`src/design/rhfd_pkg.sv`:
```
// Shared types and constants for the RTP H.264 FU-A depacketizer.
package rhfd_pkg;

  localparam int MAX_PACKET_DEF = 2048;
  localparam int CMD_DEPTH_DEF  = 4;

  // Packet byte positions
  localparam int HDR_LEN      = 12;
  localparam int SEQ_HI_POS   = 2;
  localparam int SEQ_LO_POS   = 3;
  localparam int TS_FIRST_POS = 4;
  localparam int TS_LAST_POS  = 7;

  localparam logic [4:0] FU_A_TYPE     = 5'h1c;
  localparam logic [2:0] FU_START_FLAG = 3'b100;
  localparam logic [2:0] FU_END_FLAG   = 3'b010;

  // Start code burst: 00 00 00 01 then the NAL header
  localparam int         START_BEATS    = 5;
  localparam int         BEAT_W         = 3;
  localparam int         CODE_ONE_BEAT  = 3;
  localparam logic [7:0] START_CODE_END = 8'h01;

  typedef enum logic [1:0] {
    KIND_SINGLE,
    KIND_FU_START,
    KIND_FU_MIDDLE,
    KIND_FU_END
  } kind_t;

  typedef enum logic [1:0] {
    ST_DATA,
    ST_NO_DATA,
    ST_TOO_SHORT
  } status_t;

  typedef enum logic [1:0] {
    OP_DATA,
    OP_START,
    OP_NO_DATA,
    OP_TOO_SHORT
  } op_t;

  // Command from the classifier to the output sequencer
  typedef struct packed {
    op_t         op;
    logic [7:0]  data;   // payload byte, or NAL header for OP_START
    logic        last;
    logic [15:0] seq;
    logic [31:0] ts;
    kind_t       kind;
    logic [4:0]  ntype;
    logic        gap;
  } cmd_t;

endpackage

```
`src/design/rhfd_front.sv`:
```
// Classifier: tracks packet position and header state, issues one command per useful byte.
module rhfd_front #(
  parameter int MAX_PACKET = rhfd_pkg::MAX_PACKET_DEF
) (
  input  logic           clk,
  input  logic           rst_n,
  input  logic           take,
  input  logic [7:0]     in_byte,
  input  logic           in_last,
  output rhfd_pkg::cmd_t cmd,
  output logic           cmd_push
);

  localparam int              POS_W   = $clog2(MAX_PACKET);
  localparam logic [POS_W-1:0] POS_MAX = POS_W'(MAX_PACKET - 1);

  logic [POS_W-1:0]    pos_r, pos_nxt;
  logic [15:0]         seq_r, seq_nxt;
  logic [15:0]         prev_r, prev_nxt;
  logic [31:0]         ts_r, ts_nxt;
  logic [7:0]          fui_r, fui_nxt;
  rhfd_pkg::kind_t     mode_r, mode_nxt;
  rhfd_pkg::kind_t     fu_kind;
  logic                gap;
  logic                err;
  logic                has_cmd;

  always_comb begin
    seq_nxt  = seq_r;
    ts_nxt   = ts_r;
    fui_nxt  = fui_r;
    mode_nxt = mode_r;
    prev_nxt = prev_r;
    pos_nxt  = pos_r;
    err      = 1'b0;
    has_cmd  = 1'b0;

    if (pos_r == POS_W'(rhfd_pkg::SEQ_HI_POS)) begin
      seq_nxt = {in_byte, seq_r[7:0]};
    end else if (pos_r == POS_W'(rhfd_pkg::SEQ_LO_POS)) begin
      seq_nxt = {seq_r[15:8], in_byte};
    end else if (pos_r >= POS_W'(rhfd_pkg::TS_FIRST_POS) &&
                 pos_r <= POS_W'(rhfd_pkg::TS_LAST_POS)) begin
      ts_nxt = {ts_r[23:0], in_byte};
    end

    gap = (seq_nxt != 16'd0) && (seq_nxt != prev_r + 16'd1);

    case (in_byte[7:5])
      rhfd_pkg::FU_START_FLAG: fu_kind = rhfd_pkg::KIND_FU_START;
      rhfd_pkg::FU_END_FLAG:   fu_kind = rhfd_pkg::KIND_FU_END;
      default:                 fu_kind = rhfd_pkg::KIND_FU_MIDDLE;
    endcase

    cmd       = '0;
    cmd.data  = in_byte;
    cmd.last  = in_last;
    cmd.seq   = seq_nxt;
    cmd.ts    = ts_nxt;
    cmd.gap   = gap;
    cmd.kind  = mode_r;
    cmd.ntype = fui_r[4:0];
    cmd.op    = rhfd_pkg::OP_DATA;

    if (pos_r < POS_W'(rhfd_pkg::HDR_LEN)) begin
      err = in_last;
    end else if (pos_r == POS_W'(rhfd_pkg::HDR_LEN)) begin
      fui_nxt  = in_byte;
      mode_nxt = rhfd_pkg::KIND_SINGLE;
      if (in_byte[4:0] == rhfd_pkg::FU_A_TYPE) begin
        err = in_last;
      end else begin
        has_cmd   = 1'b1;
        cmd.op    = rhfd_pkg::OP_START;
        cmd.kind  = rhfd_pkg::KIND_SINGLE;
        cmd.ntype = in_byte[4:0];
      end
    end else if (pos_r == POS_W'(rhfd_pkg::HDR_LEN + 1) &&
                 fui_r[4:0] == rhfd_pkg::FU_A_TYPE) begin
      // FU header: rebuild the NAL header, drop the byte itself
      fui_nxt   = {fui_r[7:5], in_byte[4:0]};
      mode_nxt  = fu_kind;
      cmd.kind  = fu_kind;
      cmd.ntype = in_byte[4:0];
      cmd.data  = fui_nxt;
      if (fu_kind == rhfd_pkg::KIND_FU_START) begin
        has_cmd = 1'b1;
        cmd.op  = rhfd_pkg::OP_START;
      end else if (in_last) begin
        has_cmd = 1'b1;
        cmd.op  = rhfd_pkg::OP_NO_DATA;
      end
    end else begin
      has_cmd = 1'b1;
    end

    if (in_last && err) begin
      cmd      = '0;
      cmd.op   = rhfd_pkg::OP_TOO_SHORT;
      cmd.last = 1'b1;
      has_cmd  = 1'b1;
    end

    if (in_last) begin
      pos_nxt = '0;
      if (!err) begin
        prev_nxt = seq_nxt;
      end
    end else if (pos_r < POS_MAX) begin
      pos_nxt = pos_r + 1'b1;
    end

    cmd_push = take && has_cmd;
  end

  always_ff @(posedge clk) begin
    if (!rst_n) begin
      pos_r  <= '0;
      seq_r  <= '0;
      prev_r <= '0;
      ts_r   <= '0;
      fui_r  <= '0;
      mode_r <= rhfd_pkg::KIND_SINGLE;
    end else if (take) begin
      pos_r  <= pos_nxt;
      seq_r  <= seq_nxt;
      prev_r <= prev_nxt;
      ts_r   <= ts_nxt;
      fui_r  <= fui_nxt;
      mode_r <= mode_nxt;
    end
  end

  a_pos_saturates: assert property (@(posedge clk) disable iff (!rst_n)
    pos_r <= POS_MAX)
    else $error("packet position ran past its limit");

endmodule

```
`src/design/rhfd_cmd_fifo.sv`:
```
// Short command queue between the classifier and the output sequencer.
module rhfd_cmd_fifo #(
  parameter int DEPTH = rhfd_pkg::CMD_DEPTH_DEF
) (
  input  logic           clk,
  input  logic           rst_n,
  input  logic           push,
  input  rhfd_pkg::cmd_t wdata,
  output logic           full,
  input  logic           pop,
  output rhfd_pkg::cmd_t rdata,
  output logic           empty
);

  localparam int PTR_W = (DEPTH > 1) ? $clog2(DEPTH) : 1;
  localparam int CNT_W = $clog2(DEPTH + 1);

  rhfd_pkg::cmd_t   mem_r [DEPTH];
  logic [PTR_W-1:0] wptr_r, wptr_nxt;
  logic [PTR_W-1:0] rptr_r, rptr_nxt;
  logic [CNT_W-1:0] cnt_r, cnt_nxt;

  assign full  = (cnt_r == CNT_W'(DEPTH));
  assign empty = (cnt_r == '0);
  assign rdata = mem_r[rptr_r];

  always_comb begin
    wptr_nxt = wptr_r;
    rptr_nxt = rptr_r;
    cnt_nxt  = cnt_r;
    if (push) begin
      wptr_nxt = (wptr_r == PTR_W'(DEPTH - 1)) ? '0 : wptr_r + 1'b1;
    end
    if (pop) begin
      rptr_nxt = (rptr_r == PTR_W'(DEPTH - 1)) ? '0 : rptr_r + 1'b1;
    end
    if (push && !pop) begin
      cnt_nxt = cnt_r + 1'b1;
    end else if (pop && !push) begin
      cnt_nxt = cnt_r - 1'b1;
    end
  end

  always_ff @(posedge clk) begin
    if (!rst_n) begin
      wptr_r <= '0;
      rptr_r <= '0;
      cnt_r  <= '0;
    end else begin
      wptr_r <= wptr_nxt;
      rptr_r <= rptr_nxt;
      cnt_r  <= cnt_nxt;
    end
  end

  always_ff @(posedge clk) begin
    if (push) begin
      mem_r[wptr_r] <= wdata;
    end
  end

  a_no_overflow: assert property (@(posedge clk) disable iff (!rst_n)
    cnt_r <= CNT_W'(DEPTH))
    else $error("command queue overflow");

  a_no_underflow: assert property (@(posedge clk) disable iff (!rst_n)
    pop |-> cnt_r != '0)
    else $error("command queue read while empty");

endmodule

```
`src/design/rhfd_back.sv`:
```
// Output sequencer: expands commands into Annex-B words, one word per cycle while pop is high.
module rhfd_back (
  input  logic           clk,
  input  logic           rst_n,
  input  rhfd_pkg::cmd_t head,
  input  logic           q_empty,
  output logic           q_pop,
  output logic           empty,
  input  logic           pop,
  output logic [7:0]     out_byte,
  output logic           out_last,
  output logic [1:0]     out_status,
  output logic [15:0]    out_seq_number,
  output logic [31:0]    out_time_stamp,
  output logic [1:0]     out_packet_kind,
  output logic [4:0]     out_nal_unit_type,
  output logic           out_seq_gap
);

  localparam int BEAT_W = rhfd_pkg::BEAT_W;

  rhfd_pkg::cmd_t    cur_r, cur_nxt;
  logic              valid_r, valid_nxt;
  logic [BEAT_W-1:0] beat_r, beat_nxt;
  logic              last_beat;
  logic              advance;

  assign last_beat = (cur_r.op != rhfd_pkg::OP_START) ||
                     (beat_r == BEAT_W'(rhfd_pkg::START_BEATS - 1));
  assign advance   = !valid_r || (pop && last_beat);
  assign q_pop     = advance && !q_empty;
  assign empty     = !valid_r;

  always_comb begin
    cur_nxt   = cur_r;
    valid_nxt = valid_r;
    beat_nxt  = beat_r;
    if (advance) begin
      valid_nxt = !q_empty;
      cur_nxt   = head;
      beat_nxt  = '0;
    end else if (pop) begin
      beat_nxt = beat_r + 1'b1;
    end
  end

  always_ff @(posedge clk) begin
    if (!rst_n) begin
      valid_r <= 1'b0;
      beat_r  <= '0;
    end else begin
      valid_r <= valid_nxt;
      beat_r  <= beat_nxt;
    end
  end

  always_ff @(posedge clk) begin
    cur_r <= cur_nxt;
  end

  always_comb begin
    out_byte   = 8'h00;
    out_status = rhfd_pkg::ST_DATA;
    case (cur_r.op)
      rhfd_pkg::OP_DATA: begin
        out_byte = cur_r.data;
      end
      rhfd_pkg::OP_START: begin
        if (beat_r == BEAT_W'(rhfd_pkg::CODE_ONE_BEAT)) begin
          out_byte = rhfd_pkg::START_CODE_END;
        end else if (beat_r > BEAT_W'(rhfd_pkg::CODE_ONE_BEAT)) begin
          out_byte = cur_r.data;
        end
      end
      rhfd_pkg::OP_NO_DATA: begin
        out_status = rhfd_pkg::ST_NO_DATA;
      end
      rhfd_pkg::OP_TOO_SHORT: begin
        out_status = rhfd_pkg::ST_TOO_SHORT;
      end
      default: begin
        out_status = rhfd_pkg::ST_DATA;
      end
    endcase
  end

  assign out_last          = cur_r.last && last_beat;
  assign out_seq_number    = cur_r.seq;
  assign out_time_stamp    = cur_r.ts;
  assign out_packet_kind   = cur_r.kind;
  assign out_nal_unit_type = cur_r.ntype;
  assign out_seq_gap       = cur_r.gap;

  a_hold_on_stall: assert property (@(posedge clk) disable iff (!rst_n)
    valid_r && !pop |=> valid_r && $stable(cur_r) && $stable(beat_r))
    else $error("output word changed while stalled");

  a_beat_only_in_burst: assert property (@(posedge clk) disable iff (!rst_n)
    beat_r != '0 |-> valid_r && cur_r.op == rhfd_pkg::OP_START)
    else $error("burst counter active outside a start-code burst");

endmodule

```
`src/design/rtp_h264_fu_a_depacketizer_top.sv`:
```
// Top level of the RTP H.264 FU-A / single-NAL depacketizer to Annex-B.
//
// Feed an RTP packet one byte per push, with in_last on its final byte;
// results come out as a queue of words (pop/empty), one Annex-B byte per word
// along with the packet's sequence number, timestamp, packet kind, rebuilt
// NAL type and a sequence-gap flag. Header bytes, the FU indicator and the
// FU header of a middle or end fragment produce no words; a single-NAL packet
// gives a five-word burst (00 00 00 01 and the NAL header) on its NAL header
// byte, an FU-A start fragment the same burst on its FU header, and every
// later byte one word. A packet too short to carry a payload gives a single
// status-2 word; an FU-A middle or end fragment with no data gives a single
// status-1 word. out_last marks the last word of each packet. Rate: a byte is
// taken every cycle while full is low; the output sequencer delivers one word
// per cycle while pop is high, so the only slowdown is the four extra words
// of a start burst, absorbed by a CMD_DEPTH-entry command queue between the
// classifier and the sequencer (full rises only when that queue fills). With
// the queue and sequencer idle, the first word of an accepted byte is written
// into the command queue and then loaded into the sequencer's output register,
// which drives the result ports. Packets longer than MAX_PACKET bytes pass
// through whole; the internal position counter just saturates.
module rtp_h264_fu_a_depacketizer_top #(
  parameter int MAX_PACKET = rhfd_pkg::MAX_PACKET_DEF,
  parameter int CMD_DEPTH  = rhfd_pkg::CMD_DEPTH_DEF
) (
  input  logic        clk,
  input  logic        rst_n,
  // input word channel
  input  logic        push,
  output logic        full,
  input  logic [7:0]  in_byte,
  input  logic        in_last,
  // result word channel
  output logic        empty,
  input  logic        pop,
  output logic [7:0]  out_byte,
  output logic        out_last,
  output logic [1:0]  out_status,
  output logic [15:0] out_seq_number,
  output logic [31:0] out_time_stamp,
  output logic [1:0]  out_packet_kind,
  output logic [4:0]  out_nal_unit_type,
  output logic        out_seq_gap
);

  rhfd_pkg::cmd_t front_cmd;
  rhfd_pkg::cmd_t q_head;
  logic           cmd_push;
  logic           q_full;
  logic           q_empty;
  logic           q_pop;
  logic           take;

  assign full = q_full;
  assign take = push && !q_full;

  rhfd_front #(
    .MAX_PACKET(MAX_PACKET)
  ) u_front (
    .clk      (clk),
    .rst_n    (rst_n),
    .take     (take),
    .in_byte  (in_byte),
    .in_last  (in_last),
    .cmd      (front_cmd),
    .cmd_push (cmd_push)
  );

  rhfd_cmd_fifo #(
    .DEPTH(CMD_DEPTH)
  ) u_cmd_fifo (
    .clk   (clk),
    .rst_n (rst_n),
    .push  (cmd_push),
    .wdata (front_cmd),
    .full  (q_full),
    .pop   (q_pop),
    .rdata (q_head),
    .empty (q_empty)
  );

  rhfd_back u_back (
    .clk               (clk),
    .rst_n             (rst_n),
    .head              (q_head),
    .q_empty           (q_empty),
    .q_pop             (q_pop),
    .empty             (empty),
    .pop               (pop),
    .out_byte          (out_byte),
    .out_last          (out_last),
    .out_status        (out_status),
    .out_seq_number    (out_seq_number),
    .out_time_stamp    (out_time_stamp),
    .out_packet_kind   (out_packet_kind),
    .out_nal_unit_type (out_nal_unit_type),
    .out_seq_gap       (out_seq_gap)
  );

endmodule

```
`config.mk`:
```
export PLATFORM = sky130hd
export DESIGN_NAME = rtp_h264_fu_a_depacketizer_top
export DESIGN_NICKNAME = d
export VERILOG_FILES = /design/src/design/rhfd_pkg.sv /design/src/design/rhfd_front.sv /design/src/design/rhfd_cmd_fifo.sv /design/src/design/rhfd_back.sv /design/src/design/rtp_h264_fu_a_depacketizer_top.sv
export SDC_FILE = /design/constraint.sdc
export NUM_CORES = 1
export LEC_CHECK = 0
export ABC_AREA = 1
export BUFFER_PORTS_ARGS = -buffer_cell sky130_fd_sc_hd__buf_4
export CAP_MARGIN = 20
export CORE_ASPECT_RATIO = 0.8
export CORE_MARGIN = 2
export CORE_UTILIZATION = 45
export CTS_CLUSTER_DIAMETER = 60
export DETAILED_ROUTE_END_ITERATION = 12
export PLACE_DENSITY_LB_ADDON = 0.25
export SYNTH_ARGS = -nofsm -noshare
export SYNTH_HDL_FRONTEND = slang
export SYNTH_SLANG_ARGS = --single-unit
```
`constraint.sdc`:
```
create_clock -name clk -period 5.1 [get_ports clk]
set_clock_uncertainty 0.2 [all_clocks]
set_input_delay 0.255 -clock clk [delete_from_list [all_inputs] [get_ports clk]]
set_output_delay 0.255 -clock clk [all_outputs]
set_load 0.01 [all_outputs]
```
Word-level counts from Yosys, hierarchy flattened
Memory sizes are Yosys's and may differ from the RTL's. A register that Yosys moved wholly into a read port is not among the register bits.
Index checks and enable logic that the tools add are counted.
- equal/unequal tests: 19
- shifts and indexed selects: 0
- divide/modulo/power cells: 0
- $lt $le $gt $ge: 5
- $add $sub $neg: 7
- multiply operators: 0
- reductions and logical operators: 29
- bitwise gates (word level): 3
- mux-type cells: 44
- operators with widths (kind ; count):
    32-bit two-way mux ; 3
    67-bit two-way mux ; 1
    8-bit two-way mux ; 5
    7-bit two-way mux ; 4
    11-bit by 2-bit == test with 1-bit output, second input constant ; 2
    11-bit by 4-bit == test with 1-bit output, second input constant ; 2
    11-bit two-way mux ; 2
    10-bit two-way mux ; 2
    16-bit by 1-bit adder with 16-bit output, second input constant ; 1
    16-bit two-way mux ; 1
    16-bit != test ; 1
    8-bit one-hot mux with 2 select lines ; 1
    16-bit nonzero test ; 1
    2-bit two-way mux ; 7
    1-bit two-way mux ; 13
    11-bit by 1-bit adder with 11-bit output, second input constant ; 1
    11-bit by 3-bit greater-or-equal comparator with 1-bit output, second input constant ; 1
    11-bit by 3-bit <= comparator with 1-bit output, second input constant ; 1
    1-bit logical AND ; 11
    11-bit < comparator, second input constant ; 1
    11-bit by 4-bit < comparator with 1-bit output, second input constant ; 1
    5-bit == test, second input constant ; 2
    3-bit == test, second input constant ; 3
    3-bit AND reduction ; 3
    19 further kinds ; 37
- ROM bits: 0
- memories kept: 1
- bits in latches: 0
- memory bits (writable): 268
- input bits: 13
- register bits: 96
- output and inout bits: 69
- memories (name ; words ; bits a word ; rd ports ; clocked after memory_dff ; write ports ; line ; text):
    u_cmd_fifo.mem_r ; 4 ; 67 ; 1 ; 1 ; 1 ; rhfd_cmd_fifo.sv:18 ; rhfd_pkg::cmd_t mem_r [DEPTH];

Longest topological paths before layout
Gate-level depths: netlist (run 1).
- word-level depth: 13
- gate-level depth with buffers: 17
- gate-level depth less buffers: 16

Modules after synthesis
From an unflattened synthesis (run 1), not the netlist that was laid out.
- cell total of the unflattened synthesis: 1829
- area, all modules: 18756.7 um^2
- modules (own cells, without submodules) (module ; cells each ; sequential area each (um^2) ; times used ; area each (um^2)):
    rhfd_cmd_fifo ; 707 ; 8227.9 ; 1 ; 10411.2
    rhfd_front ; 943 ; 1701.6 ; 1 ; 5551.6
    rhfd_back ; 177 ; 2092.0 ; 1 ; 2783.9
    rtp_h264_fu_a_depacketizer_top ; 2 ; 0.0 ; 1 ; 10.0

Least setup slack after synthesis (run 1)
Ideal clock, no wire load.
- path type: reg2reg
- from: register u_front.pos_r[8]
- to: memory u_cmd_fifo.mem_r[0][0] (netlist name) (enable)
- data required time: 4.408 ns
- setup slack: 0.248 ns
- data arrival time: 4.160 ns
- cell stages (with the launch flop): 13
- path buffers: 1
- library setup time: 0.492 ns
- path through: dfxtp_1 nor2_2 nand2_2 nor2_4 buf_8 nand3_4 inv_1 nor2_2 nand2_1 nand3_2 nand2_2 clkinv_2 nor2_1
- word-level cells in the longest chain between the ends: 9
- elaborated cells on any way between the ends: 14
- classes of those cells: order compare: 1; eq/ne: 2; mux: 8; reduce/logical: 3
- ends and longest elaborated chain (element ; line ; text):
    from (decl) ; rhfd_front.sv:17 ; logic [POS_W-1:0] pos_r, pos_nxt;
    from (signal assigned) ; rhfd_front.sv:125 ; pos_r <= pos_nxt;
    branches (longest 5 deep; another with 11-bit by 4-bit < comparator with 1-bit output) ; - ;
    1-bit two-way mux (*) ; rhfd_front.sv:97 ; if (in_last && err) begin
    1-bit logical AND (*) ; rhfd_front.sv:113 ; cmd_push = take && has_cmd;
    named net cmd_push ; rtp_h264_fu_a_depacketizer_top.sv:47 ; logic cmd_push;
    1-bit two-way mux (*) ; rhfd_cmd_fifo.sv:57 ; if (push) begin
    1-bit two-way mux (implied by the code) (*) ; rhfd_cmd_fifo.sv:58 ; mem_r[wptr_r] <= wdata;
    to (decl) ; rhfd_cmd_fifo.sv:18 ;
Mark *: on every way through the listed nets, which the timed path passes.

Worst setup path in the final report (run 1)
- from: register u_front.pos_r[4]
- to: memory u_cmd_fifo.mem_r[3][17] (netlist name) (enable)
Same word-level chain as after synthesis.

==> impl_metrics.toml, run 1 <==
[place]
place_hpwl_um = 26200
portBuffers = 81
dp_slack_ps = 1470
place.gp.congestion = 0.914

[floorplan]
die_area_um2 = 43100
core-area_um2 = 40800
ios = 82
die_h_um = 186
row_count = 66
start_util = 0.457
die_w_um = 232

[outcome]
status = "finished, final reports clean"

[sta]
slew_headroom = 0.345
timing.final.ws_setup_ps = 1420
setup_viol = 0
hold_ws_ps = 122
timing.final.max_slew_violations = 0
final.min_clock_period_ps = 3680
rsz0062_at_grt = "no"
worst_pin_slew_ps = 977
hold_viol = 0
max_freq_mhz = 272
fin_crit_sh = 0.722
tns_ps = 0

[clocking]
cts_made_buffers = 45
root_buffer = "clkbuf_16"
clk_pin_slew_ps = 60
hold_buffers = 10
cts_setup_buffers = 0
clock_sinks = 431
cts_tree = "done"
h-tree-depth = 2
clk_latency_ps = 570
ctsResizeCount = 0
cts_buffer_depth = 3

[worst_setup_path]
cp_num_cells = 12
critical_path.max_stage_delay_ps = 700
r2r_setup_slack_ps = 1420
reg2reg_depth = 12
slowest_stage = "nor2_4"
regToRegStartpoint = "u_front.pos_r[4]$_SDFFE_PN0P_"
cp.required_ps = 5140
worstReg2RegEnd = "u_cmd_fifo.mem_r[3][17]$_DFFE_PP_"
endpoint_kind = "register"
critical_path_peak_fanout = 29
crit_family = "simple AND/OR/NAND/NOR gates"
worstSetupStartpointType = "register"
cp.arrival_ps = 3720
setup.worst_path.class = "reg2reg"
crit_chain = "nor2_1 > nand2_1 > nor2_4 > nand3_4 > inv_1 > nor2_2 > nand2_1 > nand3_2 > nand2_2 > clkinv_2 > nor2_4 > buf_4"
cp_num_buf_inv = 3

[detailed_routing]
wl_per_cell_um = 17.6
drt_iter0_markers = 1287
antenna_left = 0
firstDrtPassIters = 6
drt_wl_total_um = 42600
vias_per_cell = 5.23
drc = 0
vias = 12659

[global_routing]
grt_util_all_layers = 0.199
grt.busiest_layer = "met2"
grt_pass1_wl_um = 66300
grt_pass1_vias = 11747
grt_max_degree = 77
grtUsageMet3 = 0.0282
grt_util_met1 = 0.294
overflow = 0
met2_usage = 0.310
antenna_found_initial = 0

[logic_synthesis]
ys_ff_latch = 431
syn_nets = 1853
syn_area_um2 = 18700
yosysWarnings = 0
dominantRegCellSynth = "edfxtp_1"
synthArstFlopShare = 0
syn_inst = 1825
synth-edff-count = 335
syn_area_per_cell_um2 = 10.2
synth_cell_types = 47
ys_seq_area_frac = 0.642

[finish]
multi_input_area_um2 = 5100
fill_cells = 3641
post-route-util = 0.515
n_antenna_cell = 0
area.growth.synth_to_final_pct = 12.5
regArea_um2 = 12000
num-nets-final = 1867
drive_above_1_share = 0.114

[power]
ir_drop_v = 0.000242
power_w = 0.0104
power_density_nw_per_um2 = 494
leakagePower_nw = 8.04

[flow_run]
cap_violations = 0

[hold_path]
min_to = "u_front.fui_r[2]$_SDFFE_PN0P_"
hp-start = "in_byte[2]"
holdPathStages = 3
min_path_type = "in2reg"
-- how the worst max path moves through the flow --
stage                                              from                                 to
final                     u_front.pos_r[4]$_SDFFE_PN0P_  u_cmd_fifo.mem_r[3][17]$_DFFE_PP_
after global placement    u_front.pos_r[5]$_SDFFE_PN0P_  u_cmd_fifo.mem_r[3][15]$_DFFE_PP_
after global routing      u_front.pos_r[7]$_SDFFE_PN0P_  u_cmd_fifo.mem_r[3][28]$_DFFE_PP_
after detailed placement  u_front.pos_r[4]$_SDFFE_PN0P_  u_cmd_fifo.mem_r[3][17]$_DFFE_PP_
after CTS                 u_front.pos_r[4]$_SDFFE_PN0P_  u_cmd_fifo.mem_r[3][17]$_DFFE_PP_
after floorplan           u_front.pos_r[8]$_SDFFE_PN0P_   u_cmd_fifo.mem_r[0][0]$_DFFE_PP_
-- routing by layer --
layer / vias up / routed length (um)
met5: - / 0
met3: 51 / 2740
met2: 330 / 18800
li1: 6222 / -
met4: 0 / 788
met1: 6056 / 20400
-- per-stage QoR --
step / std cells / instance area [um^2]
floorplan: 1825 / 18700
global route: 2420 / 21000
global placement: 2325 / 19400
CTS: 2419 / 21000
finish: 2420 / 21000
detailed placement: 2325 / 19400
-- synthesized netlist by cell type (all sizes together) (3+ instances only) --
master  number  area [um^2]
nor2       266         1040
o21ai      253         1280
clkbuf      62          236
a211oi       9         67.6
nor3         4         20.0
nand2      227          883
xor2         4         35.0
o211ai      11         96.3
ha          14          175
nand3       64          373
or2          3         21.3
nand4       10         77.6
inv        216          811
dfxtp       96         1920
nand3b       3         22.5
o22ai       67          419
edfxtp     335        10100
buf         78          561
a21oi       92          460
-- sequential cells by signal, indices dropped and copies added, names as in the netlist, 3 cells and up --
name,flops
u_back.beat_r,3
u_cmd_fifo.mem_r,268
u_back.out_time_stamp,32
u_front.pos_r,11
u_back.cur_r,11
u_cmd_fifo.cnt_r,3
u_front.fui_r,8
u_front.seq_r,16
u_front.prev_r,16
u_front.ts_r,32
u_back.out_nal_unit_type,5
u_back.out_seq_number,16
-- power breakdown --
part	leakage (nW)	total [W]	switching, W	internal [W]
logic	3.33	0.00238	0.00156	0.000821
registers	3.96	0.00465	0.000219	0.00443
clock network	0.747	0.00335	0.00136	0.00199
total	8.04	0.0104	0.00314	0.00724
-- worst min-delay path: cells and delay by family --
kind,cells,cell delay (ps)
buf+inv,2,290
compound gates,1,280
-- final cells by class --
class	instances	area share
Clock buffer	58	0.0594
Clock inverter	26	0.0136
Inverter	218	0.0391
Multi-Input combinational cell	1036	0.243
Sequential cell	431	0.571
Tap cell	544	0.0324
Timing Repair Buffer	107	0.0417
-- cells in the final DEF (no fill, tap or decap), types with 5 or more instances in the layout --
| master | synthesis | routed |
|---|---|---|
| edfxtp_1 | 335 | 335 |
| nor2_1 | 257 | 253 |
| o21ai_0 | 234 | 234 |
| nand2_1 | 220 | 220 |
| inv_1 | 211 | 209 |
| dfxtp_1 | 96 | 94 |
| a21oi_1 | 92 | 92 |
| buf_4 | 57 | 92 |
| o22ai_1 | 67 | 67 |
| nand3_1 | 55 | 55 |
| clkbuf_16 | 0 | 46 |
| o21ai_1 | 14 | 14 |
| ha_1 | 14 | 14 |
| o211ai_1 | 10 | 10 |
| dlygate4sd3_1 | 0 | 10 |
| nand4_1 | 9 | 9 |
| clkinv_2 | 1 | 9 |
| clkinv_1 | 1 | 9 |
| a211oi_1 | 9 | 9 |
| nand3_2 | 8 | 8 |
| clkbuf_1 | 61 | 7 |
| inv_2 | 5 | 6 |
| nor2_2 | 6 | 6 |
| nand2_2 | 6 | 6 |
| nor2_4 | 2 | 6 |
| bufinv_16 | 0 | 5 |
| clkbuf_8 | 0 | 5 |
-- cell families after synthesis --
logic type	Yosys count	synth area share
simple gates	579	0.132
xor+xnor	5	0.00235
fa+ha+maj	15	0.0105
buf+inv	358	0.0866
flops	431	0.642
compound gates	437	0.127
Power figures use the tool's default switching activity.
==> run 2, diff against run 1 <==
==> constraint.sdc (replaced) <==
create_clock -name clk -period 3.4 [get_ports clk]
set_clock_uncertainty 0.2 [all_clocks]
set_input_delay 0.17 -clock clk [delete_from_list [all_inputs] [get_ports clk]]
set_output_delay 0.17 -clock clk [all_outputs]
set_load 0.01 [all_outputs]
==> run 2 against run 1 <==
Non-clock buffer count increased by 18. Critical path depth increased by 3. Die area unchanged. Clock power increased by 49%. Combinational power increased by 55%. Power increased by 50%. Final cell count increased by 0.74%. Utilization increased by 0.39 points. Sequential cell count unchanged. Register-to-register slack got worse by 1000 ps. Routed wire length decreased by 0.57%.
==> impl_metrics.toml, run 2 (synthesis gave the netlist of run 1 again) <==
[finish]
largest_register_ffs = 268
largest_register = "u_cmd_fifo.mem_r"
post-route-util = 0.519
drive_above_1_share = 0.120
num-nets-final = 1885
mostFrequentLayoutCell = "edfxtp_1"
n_antenna_cell = 0
final_cell_count_no_fill = 2438
layout.cells.most_common_list = "edfxtp_1, nor2_1, o21ai_0"
area.growth.synth_to_final_pct = 13.4

[detailed_routing]
drt_iter0_markers = 1251
firstDrtPassIters = 5
wl_per_cell_um = 17.4
antenna_left = 0
drt_wl_total_um = 42400
vias = 12732
drc = 0
vias_per_cell = 5.22

[worst_setup_path]
setup.worst_path.class = "reg2reg"
critical_path.max_stage_delay_ps = 360
slowest_stage = "dfxtp_1"
crit_family = "simple AND/OR/NAND/NOR gates"
worstSetupStartpointType = "register"
critical_path_peak_fanout = 23
cp.required_ps = 3490
cp_num_buf_inv = 2
endpoint_kind = "register"
cp.arrival_ps = 3070
crit_chain = "nor2_2 > nand2_2 > nor2_4 > buf_4 > nand2_1 > nand2_1 > nand2_1 > nand2_1 > nand2_1 > inv_1 > nand2_1 > nor2_1 > nand2_1 > nor2_1 > nor2_1"
cpMostUsedCell = "nand2_1"

[sta]
tns_ps = 0
setup_viol = 0
rsz0062_at_grt = "no"
fin_crit_sh = 0.878
final.min_clock_period_ps = 2980
worst_pin_slew_ps = 905
hold_ws_ps = 261
max_freq_mhz = 335
slew_headroom = 0.397
timing.final.max_slew_violations = 0
hold_viol = 0

[clocking]
cts_made_buffers = 45
h-tree-depth = 2
clk_latency_ps = 560
cts_buffer_depth = 3
ctsResizeCount = 0
cts_tree = "done"
clock_sinks = 431
root_buffer = "clkbuf_16"
clk_pin_slew_ps = 60

[place]
dp_cells = 2342
portBuffers = 81
place_hpwl_um = 26400
place.gp.congestion = 0.881

[power]
leakagePower_nw = 8.13
power_density_nw_per_um2 = 736
power_w = 0.0156
ir_drop_v = 0.000390

[global_routing]
grt_util_all_layers = 0.196
antenna_found_initial = 1
grt_max_degree = 137
grt_pass1_vias = 11571
grt_pass1_wl_um = 65500
overflow = 0

[floorplan]
die_w_um = 232
start_util = 0.457
die_area_um2 = 43100
ios = 82
core-area_um2 = 40800
row_count = 66
die_h_um = 186

[flow_run]
cap_violations = 0

[hold_path]
min_path_type = "in2reg"

[outcome]
status = "finished, final reports clean"
run 2: area by class of cell:
type                            count  area, um^2
Sequential cell                   431       12000
Timing Repair Buffer              125        1040
Fill cell                        3627       19600
Clock inverter                     23         285
Inverter                          218         825
Multi-Input combinational cell   1036        5110
Clock buffer                       61        1220
Tap cell                          544         681
run 2: repair_timing:
| action | in CTS | in global routing |
|---|---|---|
| buffers inserted | 0 | 0 |
| endpoints found under the hold margin | 47 | 0 |
| hold buffers | 12 | 0 |
run 2: worst paths after layout:
path	depth (start not counted)	slack (ps)	startpoint	endpoint
worst max register to register	15	420	u_front.pos_r[8]$_SDFFE_PN0P_	u_cmd_fifo.mem_r[3][0]$_DFFE_PP_
worst min-delay path	4	260	pop	u_back.beat_r[1]$_SDFFE_PP0P_
worst min register to register	2	280	u_front.prev_r[15]$_SDFFE_PN0P_	u_front.prev_r[15]$_SDFFE_PN0P_
worst max-delay path	15	420	u_front.pos_r[8]$_SDFFE_PN0P_	u_cmd_fifo.mem_r[3][0]$_DFFE_PP_
run 2: metrics by stage:
step / setup WS [ps] / area (um^2)
after detailed placement: 534 / 19500
after global placement: 581 / 19500
after global routing: 229 / 21200
final: 415 / 21200
after floorplan: -348 / 18700
after CTS: 516 / 21200
run 2: worst min-delay path: stages:
cell           delay, ps
dlygate4sd3_1        530
buf_4                140
a21oi_1               60
nor2_1                80
run 2: power breakdown:
group          leakage, nW  switching, W  internal (W)
Sequential            3.96      0.000250       0.00664
Combinational         3.43       0.00242       0.00127
Clock                0.739       0.00199       0.00299
Total                 8.13       0.00467        0.0109
run 2: per-layer routing:
metal,vias to the layer above,GRT usage,share of wire
li1,6239,-,-
met1,6053,0.297,0.49
met2,387,0.292,0.43
met3,53,0.0320,0.062
met4,0,0.0513,0.018
met5,-,0,0
